===== src/rtl/mpsm_pkg.sv =====
package mpsm_pkg;

   localparam logic [1:0] CMD_CLEAR  = 2'd0;
   localparam logic [1:0] CMD_INSERT = 2'd1;
   localparam logic [1:0] CMD_BUILD  = 2'd2;
   localparam logic [1:0] CMD_SCAN   = 2'd3;

   localparam logic [2:0] STS_OK        = 3'd0;
   localparam logic [2:0] STS_FULL      = 3'd1;
   localparam logic [2:0] STS_TOO_LONG  = 3'd2;
   localparam logic [2:0] STS_BAD_SYM   = 3'd3;
   localparam logic [2:0] STS_NOT_BUILT = 3'd4;

   localparam logic [7:0] FIRST_SYMBOL = 8'd97;

   typedef struct packed {
      logic [1:0] command;
      logic [7:0] symbol;
      logic       pattern_end;
      logic       text_start;
   } req_type;

   typedef struct packed {
      logic [2:0]  status;
      logic        match_valid;
      logic [7:0]  pattern_node;
      logic [31:0] match_start;
      logic [5:0]  match_length;
      logic        last;
   } rsp_type;

endpackage


===== src/rtl/mpsm_out_stage.sv =====
module mpsm_out_stage (
   input  logic              clock,
   input  logic              reset,
   input  logic              load,
   input  mpsm_pkg::rsp_type load_data,
   output logic              free,
   output logic              rsp_valid,
   input  logic              rsp_stall,
   output mpsm_pkg::rsp_type rsp
);

   logic              valid_ff;
   mpsm_pkg::rsp_type data_ff;

   // The slot can take a new beat when empty or when its beat leaves this cycle.
   assign free      = !valid_ff || !rsp_stall;
   assign rsp_valid = valid_ff;
   assign rsp       = data_ff;

   always_ff @(posedge clock) begin
      if (reset) begin
         valid_ff <= 1'b0;
      end else if (load && free) begin
         valid_ff <= 1'b1;
      end else if (!rsp_stall) begin
         valid_ff <= 1'b0;
      end
      if (load && free) begin
         data_ff <= load_data;
      end
   end

endmodule


===== config.mk =====
export PLATFORM = sky130hd
export DESIGN_NAME = mpsm_out_stage
export DESIGN_NICKNAME = d
export VERILOG_FILES = /design/src/rtl/mpsm_pkg.sv /design/src/rtl/mpsm_out_stage.sv
export SDC_FILE = /design/constraint.sdc
export NUM_CORES = 1
export LEC_CHECK = 0
export ABC_AREA = 1
export BUFFER_PORTS_ARGS = -buffer_cell sky130_fd_sc_hd__buf_4
export CAP_MARGIN = 15
export CELL_PAD_IN_SITES_DETAIL_PLACEMENT = 1
export CELL_PAD_IN_SITES_GLOBAL_PLACEMENT = 1
export CORE_MARGIN = 3
export CORE_UTILIZATION = 32
export CTS_CLUSTER_SIZE = 40
export DETAILED_ROUTE_END_ITERATION = 8
export GPL_TIMING_DRIVEN = 0
export PLACE_DENSITY_LB_ADDON = 0.08
export SKIP_CTS_REPAIR_TIMING = 1
export SLEW_MARGIN = 20
export SYNTH_ARGS = -nofsm -noshare
export SYNTH_HDL_FRONTEND = slang
export SYNTH_SLANG_ARGS = --single-unit

===== constraint.sdc =====
create_clock -name clock -period 5.23 [get_ports clock]
set_input_delay 1.046 -clock clock [delete_from_list [all_inputs] [get_ports clock]]
set_output_delay 1.046 -clock clock [all_outputs]
set_load 0.1 [all_outputs]

==> metrics.txt <==
Top Ports=108; fmax=387.1 MHz; worst endpoint data arrival time=1540 ps; most frequent cell after synthesis=edfxtp_1; Worst-Margin Slew=549.2 ps; largest net degree at the start of global routing=25; sequential share of power=51.4%; Fin. Hold Viols=0; grt met3 use=5.674%; critical path type=in -> out; hold depth=2; first-pass GRT wire length=5644 um; via count=975; DRT antenna net count=0; fillers=446; clk sinks=52; Pleak=1.093 nW; r2r setup slk=3690 ps; worst path cell trace=buf_4, nand2_2, buf_4; row count=24; share of flip-flops with an asynchronous set or reset=0%; worst hold path endpoint=rsp_valid; vias in the first global route=1099; post-synth top area share=97.22%; Logic pwr share=26.8%; Iteration-0 DRC Markers=39; grt peak-use layer=met2; Root Driver=clkbuf_8; Critical Path Source Type=primary input; post-synth top area cell=edfxtp_1; met1 Use GR=12.24%; WL final=3564 um; die width=76.16 um; critical path's slowest cell=buf_4; Max-Cap Viols=0; maximum fanout along the worst path=2; clock buffer depth=2; Antenna diodes=0; nets=227; Worst Setup SP=rsp_stall; Worst VDD drop=0.2157 mV; Port Buffers=107; wire per inst=14.97 um; CP required=4180 ps; Avg Cell Area, Syn=28.13 um2; Final Util=57.10%; ratio of final minimum period to clock period=49.39%; Syn Nets=111; Clock power frac=21.8%; clock slew at reported path FFs=80 ps; Die Height=76.16 um; RD Place Congestion=0.6292; unrepaired setup endpoints after global routing=false; Cells after DPL=230; synth top area cells=edfxtp_1 97%, dfxtp_1 1.3%, a21oi_2 0.56%; crit-path max cell delay=290 ps; Top cell by count, worst path=buf_4; Via density=4.097; CTS tree=built; R2R cell count=3; post-synth cell types=6; Initial Utilization=34.51%; die area=0.005800 mm2; Setup Viol. Count Final=0; #FFs+latches synth=52; most used flip-flop cell after synthesis=edfxtp_1; hold crit path type=reg -> reg; grt met2 use=23.58%; initial antenna violation count=0; layout cells sized above 1=67.63%; status=complete, no violations; Syn Inst Count=56; Syn. warnings=0; Reg-to-Reg End=rsp[4]; clock insertion delay at the later pin of the skew report=290 ps; Slew Limit Fails=0; core region area=0.004564 mm2; Residual DRC=0; H-tree depth=2; global route overflow=0; clock skew=4.039 ps; Worst slew margin=63.30%; worst reg2reg startpoint=rsp_valid; sw power=320.6 uW; total negative setup slack=0 ps; Seq/Total Area, Yosys=98.49%; hold_sp=rsp_valid; fin cells=238; final worst path period need=2583 ps; Num CTS Buffers=5; Pwr per Cell Area=368.3 mW/mm2; Initial DRT Pass Iterations=3; internal power=639.3 uW; EDFF count, synth=51; mapped cell area=0.001575 mm2; CP Capture Type=output port; GRT Overall Usage=12.71%; Layout Area Growth over Synthesis=65.45%; Sw Share=33.40%
-- through the flow --
stage / setup WS, ps / power [mW] / hold WS, ps / area [um2]
floorplan: 1166 / 0.6852 / 1108 / 1575
global placement: 325.4 / 0.7533 / 468.0 / 2460
detailed placement: 2644 / 0.7626 / 516.4 / 2526
CTS: 2644 / 0.9722 / 533.8 / 2606
global route: 2635 / 0.9996 / 557.9 / 2606
finish: 2647 / 0.9599 / 529.9 / 2606
-- state kept, by name (all words and copies together), names as in the netlist --
name	count
rsp	51
rsp_valid	1
-- power by group through the flow --
stage / combinational, mW / clock [mW] / sequential [mW]
finish: 0.258 / 0.209 / 0.493
global route: 0.265 / 0.239 / 0.496
CTS: 0.260 / 0.219 / 0.494
detailed placement: 0.260 / 0 / 0.503
global placement: 0.249 / 0 / 0.504
floorplan: 0.0108 / 0 / 0.674
-- logic make-up (layout without fill, tap and decap cells) --
| kind of cell | count (synthesis) | count (layout) | synth area share, % |
|---|---|---|---|
| compound gates | 2 | 2 | 0.8735 |
| simple gates | 1 | 1 | 0.3974 |
| buf+inv | 1 | 118 | 0.2381 |
| flops | 52 | 52 | 98.49 |
-- how the worst max path moves through the flow --
stage | cells past startpoint | end
after floorplan | 2 | rsp[0]
after global placement | 2 | rsp[33]
after detailed placement | 3 | free
after CTS | 3 | free
after global routing | 3 | free
final | 3 | free
-- layout make-up --
cell class	count	area (um2)	share of cell area, %
clock buffer	7	76.32	2.928
clock inverter	1	3.754	0.1440
multi-input combinational	3	31.28	1.200
sequential	52	1551	59.53
inverter	1	3.754	0.1440
timing repair buffer	109	858.3	32.93
tap	65	81.33	3.120
-- worst max-delay path, delay by kind of cell --
family | cells | cell delay (ps)
simple gates | 1 | 70
buf+inv | 2 | 420
-- metal layers --
metal | up-vias | part of all wire [%]
met2 | 55 | 56
met4 | 0 | 1.3
li1 | 452 | -
met5 | - | 0
met1 | 463 | 32
met3 | 5 | 9.9
-- layout by cell type, fill, tap and decap left out, drive strengths merged --
master / instances
clkbuf: 7
a21oi: 2
buf: 109
clkinv: 1
dfxtp: 1
inv: 1
nand2: 1
edfxtp: 51
Note: power is estimated with default switching activity, not from simulation.
